[config.mk]
export PLATFORM = sky130hd
export DESIGN_NAME = timer_min_deadline_scheduler_core_flat
export DESIGN_NICKNAME = d
export VERILOG_FILES = /design/src/sv/tmds_pkg.sv /design/src/sv/tmds_if.sv /design/src/sv/tmds_front.sv /design/src/sv/tmds_back.sv /design/src/sv/timer_min_deadline_scheduler_core.sv /design/src/flat_wrapper.sv
export SDC_FILE = /design/constraint.sdc
export NUM_CORES = 2
export LEC_CHECK = 0
export ABC_AREA = 1
export BUFFER_PORTS_ARGS = -buffer_cell sky130_fd_sc_hd__buf_2
export CAP_MARGIN = 20
export CORE_UTILIZATION = 50
export DETAILED_ROUTE_END_ITERATION = 12
export PLACE_DENSITY_LB_ADDON = 0.15
export SETUP_SLACK_MARGIN = 0.5
export SLEW_MARGIN = 20
export SYNTH_ARGS = -nofsm -noshare
export SYNTH_HDL_FRONTEND = slang
export SYNTH_SLANG_ARGS = --single-unit
[constraint.sdc]
create_clock -name clk -period 12.85 [get_ports clk]
set_input_delay 0 -clock clk [delete_from_list [all_inputs] [get_ports clk]]
set_output_delay 0 -clock clk [all_outputs]
set_load 0.01 [all_outputs]
[src/sv/tmds_pkg.sv]
// Package: shared types, codes and constants of the timer deadline scheduler.
`timescale 1ns / 1ps
`default_nettype none
package tmds_pkg;

	localparam int SLOT_COUNT_DEF = 16;
	localparam int TIME_BITS_DEF  = 64;
	localparam int MAX_FIRE       = 16;
	localparam int FIRE_CNT_BITS  = $clog2(MAX_FIRE + 1);
	localparam int ORDER_BITS     = 64;

	localparam logic [2:0] MODE_START  = 3'd0;
	localparam logic [2:0] MODE_STOP   = 3'd1;
	localparam logic [2:0] MODE_AGAIN  = 3'd2;
	localparam logic [2:0] MODE_SETREP = 3'd3;
	localparam logic [2:0] MODE_TICK   = 3'd4;

	localparam logic [1:0] KIND_DONE    = 2'd0;
	localparam logic [1:0] KIND_EXPIRED = 2'd1;
	localparam logic [1:0] KIND_ERROR   = 2'd2;

	localparam logic [31:0] TIMEOUT_CAP  = 32'h7fff_ffff;
	localparam logic [31:0] TIMEOUT_NONE = 32'hffff_ffff;

	typedef enum logic [2:0] {
		OP_START,
		OP_STOP,
		OP_AGAIN,
		OP_SETREP,
		OP_TICK,
		OP_NONE
	} op_t;

	typedef enum logic [2:0] {
		ST_IDLE,
		ST_EXEC,
		ST_SCAN,
		ST_DECIDE,
		ST_FIRE,
		ST_EMIT
	} state_t;

	typedef struct packed {
		op_t         op;
		logic [3:0]  slot;
		logic [63:0] amount;   // delay for start, now for tick
		logic [63:0] rep;
	} cmd_t;

endpackage
`default_nettype wire

[src/sv/tmds_if.sv]
// Interfaces: input and result channels of the timer deadline scheduler.
`timescale 1ns / 1ps
`default_nettype none
interface tmds_in_if;
	logic        valid;
	logic        ready;
	logic [2:0]  mode;
	logic [3:0]  slot;
	logic [63:0] delay;
	logic [63:0] repeat_value;
	logic [63:0] now;
	modport source(output valid, mode, slot, delay, repeat_value, now, input ready);
	modport sink(input valid, mode, slot, delay, repeat_value, now, output ready);
endinterface

interface tmds_out_if;
	logic               valid;
	logic               ready;
	logic [1:0]         kind;
	logic [3:0]         fired_slot;
	logic signed [31:0] next_timeout;
	logic               last;
	modport source(output valid, kind, fired_slot, next_timeout, last, input ready);
	modport sink(input valid, kind, fired_slot, next_timeout, last, output ready);
endinterface
`default_nettype wire

[src/sv/tmds_front.sv]
// Front end: accept transactions, decode the mode and queue commands.
`timescale 1ns / 1ps
`default_nettype none
module tmds_front (
	input  wire logic      clk,
	input  wire logic      arst_n,
	tmds_in_if.sink        cmd,
	output tmds_pkg::cmd_t q_cmd,
	output logic           q_valid,
	input  wire logic      q_pop
);
	tmds_pkg::cmd_t dec;
	tmds_pkg::cmd_t mem_q [2];
	logic       wr_ptr_q, rd_ptr_q;
	logic [1:0] count_q;
	logic       push;

	always_comb begin
		dec.slot   = cmd.slot;
		dec.amount = (cmd.mode == tmds_pkg::MODE_TICK) ? cmd.now : cmd.delay;
		dec.rep    = cmd.repeat_value;
		case (cmd.mode)
			tmds_pkg::MODE_START:  dec.op = tmds_pkg::OP_START;
			tmds_pkg::MODE_STOP:   dec.op = tmds_pkg::OP_STOP;
			tmds_pkg::MODE_AGAIN:  dec.op = tmds_pkg::OP_AGAIN;
			tmds_pkg::MODE_SETREP: dec.op = tmds_pkg::OP_SETREP;
			tmds_pkg::MODE_TICK:   dec.op = tmds_pkg::OP_TICK;
			default:               dec.op = tmds_pkg::OP_NONE;
		endcase
	end

	assign cmd.ready = (count_q != 2'd2);
	assign push      = cmd.valid && cmd.ready;
	assign q_valid   = (count_q != 2'd0);
	assign q_cmd     = mem_q[rd_ptr_q];

	always_ff @(posedge clk) begin
		if (push) begin
			mem_q[wr_ptr_q] <= dec;
		end
	end

	always_ff @(posedge clk or negedge arst_n) begin
		if (!arst_n) begin
			wr_ptr_q <= 1'b0;
			rd_ptr_q <= 1'b0;
			count_q  <= 2'd0;
		end else begin
			if (push) wr_ptr_q <= ~wr_ptr_q;
			if (q_pop && q_valid) rd_ptr_q <= ~rd_ptr_q;
			count_q <= count_q + 2'(push) - 2'(q_pop && q_valid);
		end
	end

endmodule
`default_nettype wire

[src/sv/tmds_back.sv]
// Back end: slot store, earliest-deadline scan, expiry sequencing and result register.
`timescale 1ns / 1ps
`default_nettype none
module tmds_back #(
	parameter int SLOT_COUNT = tmds_pkg::SLOT_COUNT_DEF,
	parameter int TIME_BITS  = tmds_pkg::TIME_BITS_DEF
) (
	input  wire logic           clk,
	input  wire logic           arst_n,
	input  wire tmds_pkg::cmd_t q_cmd,
	input  wire logic           q_valid,
	output logic                q_pop,
	tmds_out_if.source          rsp
);
	localparam int IW = (SLOT_COUNT > 1) ? $clog2(SLOT_COUNT) : 1;
	localparam int FB = tmds_pkg::FIRE_CNT_BITS;
	localparam int OB = tmds_pkg::ORDER_BITS;
	localparam logic [IW-1:0] LAST_IDX = IW'(SLOT_COUNT - 1);

	tmds_pkg::state_t state_q, state_d;
	tmds_pkg::cmd_t   cmd_q;

	logic [TIME_BITS-1:0] deadline_q [SLOT_COUNT];
	logic [TIME_BITS-1:0] interval_q [SLOT_COUNT];
	logic [OB-1:0]        order_q    [SLOT_COUNT];
	logic [SLOT_COUNT-1:0] armed_q, ever_q;

	logic [TIME_BITS-1:0] cur_q;
	logic [OB-1:0]        order_cnt_q;
	logic [IW-1:0]        scan_idx_q, best_idx_q;
	logic                 best_ok_q;
	logic [TIME_BITS-1:0] best_dl_q;
	logic [OB-1:0]        best_so_q;
	logic [FB-1:0]        fire_cnt_q;
	logic                 pending_q;
	logic [1:0]           kind_q;
	logic [3:0]           rslot_q;
	logic                 rlast_q;

	logic                 out_valid_q;
	logic [1:0]           out_kind_q;
	logic [3:0]           out_slot_q;
	logic [31:0]          out_to_q;
	logic                 out_last_q;

	logic                 slot_ok;
	logic [IW-1:0]        cmd_idx, rd_idx;
	logic [TIME_BITS-1:0] rd_dl, rd_iv, arm_d, arm_val;
	logic [OB-1:0]        rd_so;
	logic                 rd_armed, rd_ever;
	logic [TIME_BITS:0]   sum;
	logic                 do_arm, do_disarm, do_setiv, out_load, due, more;
	logic [TIME_BITS-1:0] diff;
	logic [31:0]          timeout;

	assign slot_ok  = (32'(cmd_q.slot) < 32'(SLOT_COUNT));
	assign cmd_idx  = IW'(cmd_q.slot);
	assign rd_idx   = (state_q == tmds_pkg::ST_EXEC) ? cmd_idx :
	                  (state_q == tmds_pkg::ST_FIRE) ? best_idx_q : scan_idx_q;
	assign rd_dl    = deadline_q[rd_idx];
	assign rd_iv    = interval_q[rd_idx];
	assign rd_so    = order_q[rd_idx];
	assign rd_armed = armed_q[rd_idx];
	assign rd_ever  = ever_q[rd_idx];

	// saturating add of current time and the arm distance
	assign arm_d   = (cmd_q.op == tmds_pkg::OP_START && state_q == tmds_pkg::ST_EXEC) ?
	                 TIME_BITS'(cmd_q.amount) : rd_iv;
	assign sum     = {1'b0, cur_q} + {1'b0, arm_d};
	assign arm_val = sum[TIME_BITS] ? {TIME_BITS{1'b1}} : sum[TIME_BITS-1:0];

	assign due  = best_ok_q && (best_dl_q <= cur_q);
	assign more = due && (fire_cnt_q < FB'(tmds_pkg::MAX_FIRE));
	assign diff = best_dl_q - cur_q;

	always_comb begin
		if (!best_ok_q) begin
			timeout = tmds_pkg::TIMEOUT_NONE;
		end else if (best_dl_q <= cur_q) begin
			timeout = 32'd0;
		end else if (64'(diff) > 64'(tmds_pkg::TIMEOUT_CAP)) begin
			timeout = tmds_pkg::TIMEOUT_CAP;
		end else begin
			timeout = 32'(diff);
		end
	end

	assign out_load = (state_q == tmds_pkg::ST_EMIT) && (!out_valid_q || rsp.ready);

	// next state
	always_comb begin
		state_d = state_q;
		case (state_q)
			tmds_pkg::ST_IDLE:   if (q_valid) state_d = tmds_pkg::ST_EXEC;
			tmds_pkg::ST_EXEC:   state_d = tmds_pkg::ST_SCAN;
			tmds_pkg::ST_SCAN:   if (scan_idx_q == LAST_IDX) state_d = tmds_pkg::ST_DECIDE;
			tmds_pkg::ST_DECIDE: begin
				if (cmd_q.op == tmds_pkg::OP_TICK && !pending_q && due)
					state_d = tmds_pkg::ST_FIRE;
				else
					state_d = tmds_pkg::ST_EMIT;
			end
			tmds_pkg::ST_FIRE:   state_d = tmds_pkg::ST_SCAN;
			tmds_pkg::ST_EMIT: begin
				if (out_load) state_d = rlast_q ? tmds_pkg::ST_IDLE : tmds_pkg::ST_FIRE;
			end
			default:             state_d = tmds_pkg::ST_IDLE;
		endcase
	end

	// store controls
	always_comb begin
		q_pop     = 1'b0;
		do_arm    = 1'b0;
		do_disarm = 1'b0;
		do_setiv  = 1'b0;
		case (state_q)
			tmds_pkg::ST_IDLE: q_pop = q_valid;
			tmds_pkg::ST_EXEC: begin
				if (slot_ok) begin
					case (cmd_q.op)
						tmds_pkg::OP_START: begin
							do_setiv = 1'b1;
							do_arm   = 1'b1;
						end
						tmds_pkg::OP_STOP:   do_disarm = 1'b1;
						tmds_pkg::OP_AGAIN:  do_arm = rd_ever && (rd_iv != '0);
						tmds_pkg::OP_SETREP: do_setiv = 1'b1;
						default: ;
					endcase
				end
			end
			tmds_pkg::ST_FIRE: begin
				do_disarm = 1'b1;
				do_arm    = (rd_iv != '0);
			end
			default: ;
		endcase
	end

	always_ff @(posedge clk) begin
		if (do_setiv) interval_q[rd_idx] <= TIME_BITS'(cmd_q.rep);
		if (do_arm) begin
			deadline_q[rd_idx] <= arm_val;
			order_q[rd_idx]    <= order_cnt_q;
		end
		if (state_q == tmds_pkg::ST_IDLE && q_valid) cmd_q <= q_cmd;
		if (out_load) begin
			out_kind_q <= kind_q;
			out_slot_q <= rslot_q;
			out_to_q   <= timeout;
			out_last_q <= rlast_q;
		end
	end

	always_ff @(posedge clk or negedge arst_n) begin
		if (!arst_n) begin
			state_q     <= tmds_pkg::ST_IDLE;
			armed_q     <= '0;
			ever_q      <= '0;
			cur_q       <= '0;
			order_cnt_q <= '0;
			scan_idx_q  <= '0;
			best_idx_q  <= '0;
			best_ok_q   <= 1'b0;
			best_dl_q   <= '0;
			best_so_q   <= '0;
			fire_cnt_q  <= '0;
			pending_q   <= 1'b0;
			kind_q      <= tmds_pkg::KIND_DONE;
			rslot_q     <= '0;
			rlast_q     <= 1'b0;
			out_valid_q <= 1'b0;
		end else begin
			state_q <= state_d;
			// a rearm keeps the slot armed
			if (do_disarm || do_arm) armed_q[rd_idx] <= do_arm;
			if (do_arm) begin
				ever_q[rd_idx]  <= 1'b1;
				order_cnt_q     <= order_cnt_q + 1'b1;
			end
			out_valid_q <= out_load || (out_valid_q && !rsp.ready);
			case (state_q)
				tmds_pkg::ST_IDLE: begin
					fire_cnt_q <= '0;
					pending_q  <= 1'b0;
				end
				tmds_pkg::ST_EXEC: begin
					scan_idx_q <= '0;
					best_ok_q  <= 1'b0;
					rlast_q    <= 1'b1;
					if (cmd_q.op == tmds_pkg::OP_TICK) begin
						cur_q   <= TIME_BITS'(cmd_q.amount);
						kind_q  <= tmds_pkg::KIND_DONE;
						rslot_q <= '0;
					end else begin
						rslot_q <= cmd_q.slot;
						kind_q  <= (slot_ok && cmd_q.op == tmds_pkg::OP_AGAIN && !rd_ever) ?
						           tmds_pkg::KIND_ERROR : tmds_pkg::KIND_DONE;
					end
				end
				tmds_pkg::ST_SCAN: begin
					if (rd_armed && (!best_ok_q || rd_dl < best_dl_q ||
					    (rd_dl == best_dl_q && rd_so < best_so_q))) begin
						best_ok_q  <= 1'b1;
						best_idx_q <= scan_idx_q;
						best_dl_q  <= rd_dl;
						best_so_q  <= rd_so;
					end
					scan_idx_q <= scan_idx_q + 1'b1;
				end
				tmds_pkg::ST_DECIDE: begin
					// a firing is last unless another one is due within the limit
					if (pending_q) rlast_q <= !more;
				end
				tmds_pkg::ST_FIRE: begin
					fire_cnt_q <= fire_cnt_q + 1'b1;
					pending_q  <= 1'b1;
					kind_q     <= tmds_pkg::KIND_EXPIRED;
					rslot_q    <= 4'(best_idx_q);
					scan_idx_q <= '0;
					best_ok_q  <= 1'b0;
				end
				default: ;
			endcase
		end
	end

	assign rsp.valid        = out_valid_q;
	assign rsp.kind         = out_kind_q;
	assign rsp.fired_slot   = out_slot_q;
	assign rsp.next_timeout = out_to_q;
	assign rsp.last         = out_last_q;

	a_fire_bound: assert property (@(posedge clk) disable iff (!arst_n)
		fire_cnt_q <= FB'(tmds_pkg::MAX_FIRE))
		else $error("fire count beyond limit");
	a_fire_armed: assert property (@(posedge clk) disable iff (!arst_n)
		(state_q == tmds_pkg::ST_FIRE) |-> (best_ok_q && armed_q[best_idx_q]))
		else $error("firing a slot that is not armed");
	a_pending_tick: assert property (@(posedge clk) disable iff (!arst_n)
		pending_q |-> (cmd_q.op == tmds_pkg::OP_TICK))
		else $error("expiry pending outside a tick");
	a_load_free: assert property (@(posedge clk) disable iff (!arst_n)
		out_load |-> (!out_valid_q || rsp.ready))
		else $error("result register overwritten");

endmodule
`default_nettype wire

[src/sv/timer_min_deadline_scheduler_core.sv]
// Top level: timer deadline scheduler with decoupled decode queue and scan engine.
//
// Channel cmd takes one operation per transaction (start, stop, again, set
// repeat, tick with time). Channel rsp returns the results: one per
// non-tick operation, one per expiry (up to MAX_FIRE) for a tick (or a single done
// result when nothing is due); the final result of an operation has last set.
// The front end decodes and queues up to two operations; cmd.ready drops
// only when that queue is full.
// Steps: from acceptance on an idle block, a non-tick operation or a tick
// with nothing due passes dequeue, execute, a scan of all SLOT_COUNT slots,
// decide and result load before its result. For a tick, each expiry adds a
// fire step, a full rescan, a decide and a result load. Most of this time is
// spent in the earliest-deadline scan, which reads one slot per cycle
// through the single slot-store read port. The back end takes the next
// operation only once the last result of the current one is loaded.
// Reset clears the queue, the armed and started flags, the time and the
// order counter; deadlines and intervals are never read before written.
// When rsp is stalled the result register holds and the back end waits,
// while the front end keeps taking operations into its queue.
`timescale 1ns / 1ps
`default_nettype none
module timer_min_deadline_scheduler_core #(
	parameter int SLOT_COUNT = tmds_pkg::SLOT_COUNT_DEF,
	parameter int TIME_BITS  = tmds_pkg::TIME_BITS_DEF
) (
	input wire logic   clk,
	input wire logic   arst_n,
	tmds_in_if.sink    cmd,
	tmds_out_if.source rsp
);
	tmds_pkg::cmd_t q_cmd;
	logic           q_valid, q_pop;

	tmds_front u_front (
		.clk     (clk),
		.arst_n  (arst_n),
		.cmd     (cmd),
		.q_cmd   (q_cmd),
		.q_valid (q_valid),
		.q_pop   (q_pop)
	);

	tmds_back #(
		.SLOT_COUNT (SLOT_COUNT),
		.TIME_BITS  (TIME_BITS)
	) u_back (
		.clk     (clk),
		.arst_n  (arst_n),
		.q_cmd   (q_cmd),
		.q_valid (q_valid),
		.q_pop   (q_pop),
		.rsp     (rsp)
	);

endmodule
`default_nettype wire
[src/flat_wrapper.sv]
// flat-port wrapper written by rule: the top's interface ports become plain ports
module timer_min_deadline_scheduler_core_flat 
#(
	parameter int SLOT_COUNT = tmds_pkg::SLOT_COUNT_DEF,
	parameter int TIME_BITS  = tmds_pkg::TIME_BITS_DEF
)
  (clk, arst_n, cmd_valid, cmd_mode, cmd_slot, cmd_delay, cmd_repeat_value, cmd_now, cmd_ready, rsp_valid, rsp_kind, rsp_fired_slot, rsp_next_timeout, rsp_last, rsp_ready);
  tmds_in_if cmd_i ();
  tmds_out_if rsp_i ();
  input wire logic clk;
  input wire logic arst_n;
  input wire logic [$bits(cmd_i.valid)-1:0] cmd_valid;
  input wire logic [$bits(cmd_i.mode)-1:0] cmd_mode;
  input wire logic [$bits(cmd_i.slot)-1:0] cmd_slot;
  input wire logic [$bits(cmd_i.delay)-1:0] cmd_delay;
  input wire logic [$bits(cmd_i.repeat_value)-1:0] cmd_repeat_value;
  input wire logic [$bits(cmd_i.now)-1:0] cmd_now;
  output wire logic [$bits(cmd_i.ready)-1:0] cmd_ready;
  output wire logic [$bits(rsp_i.valid)-1:0] rsp_valid;
  output wire logic [$bits(rsp_i.kind)-1:0] rsp_kind;
  output wire logic [$bits(rsp_i.fired_slot)-1:0] rsp_fired_slot;
  output wire logic [$bits(rsp_i.next_timeout)-1:0] rsp_next_timeout;
  output wire logic [$bits(rsp_i.last)-1:0] rsp_last;
  input wire logic [$bits(rsp_i.ready)-1:0] rsp_ready;
  assign cmd_i.valid = cmd_valid;
  assign cmd_i.mode = cmd_mode;
  assign cmd_i.slot = cmd_slot;
  assign cmd_i.delay = cmd_delay;
  assign cmd_i.repeat_value = cmd_repeat_value;
  assign cmd_i.now = cmd_now;
  assign cmd_ready = cmd_i.ready;
  assign rsp_valid = rsp_i.valid;
  assign rsp_kind = rsp_i.kind;
  assign rsp_fired_slot = rsp_i.fired_slot;
  assign rsp_next_timeout = rsp_i.next_timeout;
  assign rsp_last = rsp_i.last;
  assign rsp_i.ready = rsp_ready;
  timer_min_deadline_scheduler_core #(.SLOT_COUNT(SLOT_COUNT), .TIME_BITS(TIME_BITS)) u_core (.clk(clk), .arst_n(arst_n), .cmd(cmd_i), .rsp(rsp_i));
endmodule
==> impl_metrics.tcl <==
set metrics [dict create \
    drc 0 \
    hold_end "u_core.u_front.mem_q[0][134]" \
    clk_pin_slew_worst_paths_ns 0.06 \
    finalHoldViolCount 0 \
    drt-total-wl_um 475000 \
    rr_startpoint "u_core.u_back.state_q[1]" \
    fin_skew_ns 0.0707 \
    avgRoutedWirePerCell_um 28.9 \
    ant_nets 0 \
    yosys.area.top_type "edfxtp_1" \
    clockBufferDepth 4 \
    grt_max_degree 151 \
    grt_usage_pct 29.9 \
    reg2reg_slack_ns 3.91 \
    yosysTopAreaCellShare_pct 68.3 \
    cp.arrival_ns 9.82 \
    num_vias 101000 \
    num_rows 203 \
    fillers 24200 \
    utilization_pct 57.7 \
    cts_setup_buffers 0 \
    yosys_warnings 0 \
    hold_class "in2reg" \
    max_freq_ghz 0.112 \
    maxCapViolCount 0 \
    rsz0062_at_grt "false" \
    place_area_um2 161000 \
    start_kind "register" \
    cp_data_required_time_ns 13.72 \
    syn-cell-area_um2 155000 \
    dp_hpwl_um 272000 \
    dr.first_iter.drc_count 12500 \
    initial_core_util_pct 50.4 \
    cp_slowest_cell "buf_4" \
    yosys_most_used_dff "edfxtp_1" \
    r2r_cells 25 \
    cpPeakStageDelay_ns 0.84 \
    status "complete, no violations" \
    netlist_instances 11400 \
    period_minus_slack_ns 8.94 \
    clk_latency_ns 0.97 \
    synthTopCellsByArea "edfxtp_1 (68%), dfrtp_1 (5.1%), o22ai_1 (4.7%)" \
    slew_violations 0 \
    worst_pin_slew_ns 1.22 \
    fin_crit_sh_pct 69.6 \
    cp-startpoint "u_core.u_back.state_q[1]" \
    via_per_inst 6.14 \
    drive_gt1_share_pct 10.2 \
    grt_pass1_wl_um 679000 \
    dr.pass1.iters 8 \
    tns_ns 0 \
    portBuffers 243 \
    r2r-end "u_core.u_back.best_so_q[23]" \
    cts_buffers 387 \
    syn_area_per_cell_um2 13.6 \
    seq_area_frac_synth_pct 73.4 \
    ys_types 62 \
    die-area_um2 312000 \
    ios 244 \
    async_reset_ff_share_pct 8.29 \
    root_buffer "clkbuf_16" \
    cts_tree "yes" \
    ys_ff_latch 3834 \
    gp_congestion 0.985 \
    fin_area_um2 177000 \
    critical_path_class "reg2reg" \
    path_max_fanout 150 \
    num-nets-final 12500 \
    cp_common_cell "nand2_1" \
    die_height_um 558 \
    synth_edf_count 3516 \
    htreeDepth 5 \
    clock_sinks 3834 \
    areaGrowthSynthToFinish_pct 14.4 \
    first_global_vias 98300 \
    die_x_um 558 \
    whs_path_depth 2 \
    end_kind "register" \
    setup_viol 0 \
    antenna_found_initial 23 \
    core_um2 307000 \
    overflow 0 \
    synthesis.nets 11800 \
    min_from "cmd_mode[2]" \
    slew_headroom_pct 17.9 \
    cts.repair.resized 0 \
]
==> per-stage QoR <==
stage               instances  hold slack [ns]  worst slack [ns]
finish                  16400           0.0831              3.91
global route            16400           0.0431              3.43
CTS                     16400           0.0263              4.06
detailed placement      15300           0.0480              4.09
global placement        15300           0.0282              3.58
floorplan               11400           -0.296              1.16
==> critical path: cells and delay by family (launching register included) <==
kind / cells / cell delay [ns]
adder cells (fa/ha/maj): 1 / 0.16
flip-flops: 1 / 0.53
AND/OR/NAND/NOR: 15 / 3.47
AO/OA/AOI/OAI: 3 / 0.71
buffers and inverters: 6 / 3.60
==> sequential cells by signal, summed over array words and instances (netlist names), 3 cells and up <==
name,flops
u_core.u_back.armed_q,16
u_core.u_back.best_dl_q,64
u_core.u_back.best_idx_q,4
u_core.u_back.best_so_q,64
u_core.u_back.cmd_idx,4
u_core.u_back.cmd_q,131
u_core.u_back.cur_q,64
u_core.u_back.deadline_q,1024
u_core.u_back.ever_q,16
u_core.u_back.fire_cnt_q,5
u_core.u_back.interval_q,1024
u_core.u_back.order_cnt_q,64
u_core.u_back.order_q,1024
u_core.u_back.rslot_q,4
u_core.u_back.rsp.fired_slot,4
u_core.u_back.rsp.next_timeout,32
u_core.u_back.scan_idx_q,4
u_core.u_back.state_q,3
u_core.u_front.mem_q,270
==> cell type report <==
type / count / area (um2) / share of cell area (%)
flip-flops and latches: 3834 / 114000 / 64.2
well taps: 4100 / 5130 / 2.90
inverters: 714 / 2830 / 1.60
repair buffers: 800 / 6690 / 3.78
multi-input cells: 6277 / 36400 / 20.6
clock inverters: 212 / 2030 / 1.15
clock buffers: 498 / 10300 / 5.84
diodes: 10 / 25.0 / 0.0141
==> placed cells by master (no fill, tap or decap), types with 16 or more instances in the layout <==
master,count
o22a_1,34
inv_8,20
clkinv_1,75
buf_2,242
buf_4,135
a21o_1,28
mux2_2,199
a22oi_1,329
clkbuf_16,388
clkbuf_8,22
nor4_1,25
xor2_1,87
inv_1,688
buf_12,21
a21oi_1,344
dlygate4sd3_1,400
nand2_1,1463
o21ai_1,139
or4_1,25
edfxtp_1,3516
clkinv_2,72
nor3_1,67
or2_2,35
nand4_1,59
o21bai_1,21
a21boi_0,16
nor3_2,17
ha_1,260
nand3_1,304
o2111a_1,102
dfrtp_1,317
clkbuf_1,88
a31oi_1,50
o21ai_0,645
xnor2_1,30
o22ai_1,1151
nor2_1,724
bufinv_16,23
==> synthesized netlist by cell type (all sizes together), types with 13 or more instances <==
cell type,count
buf,204
nand4,59
nor3,84
edfxtp,3516
a21boi,16
o21bai,21
inv,713
o21a,13
nand3,307
or2,35
a21o,28
a21oi,347
o21ai,784
or4,25
nor4,26
o22a,34
mux2,199
nor2,738
o211ai,15
a31oi,50
o2111a,102
nand2,1475
o22ai,1151
xnor2,30
ha,260
xor2,88
dfrtp,318
clkbuf,351
a22oi,329
==> routing by layer <==
| metal | track usage [%] | vias up | part of all wire (%) |
|---|---|---|---|
| met1 | 42.8 | 51100 | 41 |
| met4 | 8.78 | 2 | 3.1 |
| li1 | - | 44200 | - |
| met3 | 5.36 | 673 | 9.2 |
| met2 | 47.1 | 4977 | 46 |
| met5 | 0 | - | 0.0027 |
==> worst max-delay path by stage <==
stage,end,slack (ns),cells after the start
3_5_place_dp,u_core.u_back.deadline_q[10][45],4.09,30
4_1_cts,u_core.u_back.deadline_q[2][45],4.06,30
6_report,u_core.u_back.best_so_q[23],3.91,25
2_1_floorplan,u_core.u_front.count_q[0],1.16,7
3_3_place_gp,u_core.u_back.best_so_q[18],3.58,24
5_1_grt,u_core.u_back.deadline_q[9][45],3.43,30
==> cells by family after synthesis <==
kind of cell             count (synthesis)  synth area share [%]
AO/OA/AOI/OAI                         2931                  11.7
XOR/XNOR                               118                 0.668
adder cells (fa/ha/maj)                262                  2.13
buffers and inverters                 1269                  3.21
flip-flops                            3834                  73.4
multiplexers                           200                  1.46
AND/OR/NAND/NOR                       2766                  7.38
==> what timing repair did <==
item / 4_1_cts / 5_1_grt
hold buffers: 401 / 0
endpoints found under the hold margin: 623 / 0
setup endpoints to repair: 0 / 0
Power is not shown: default switching activity piles up to over one toggle a cycle in this logic, so the estimate is an artifact.
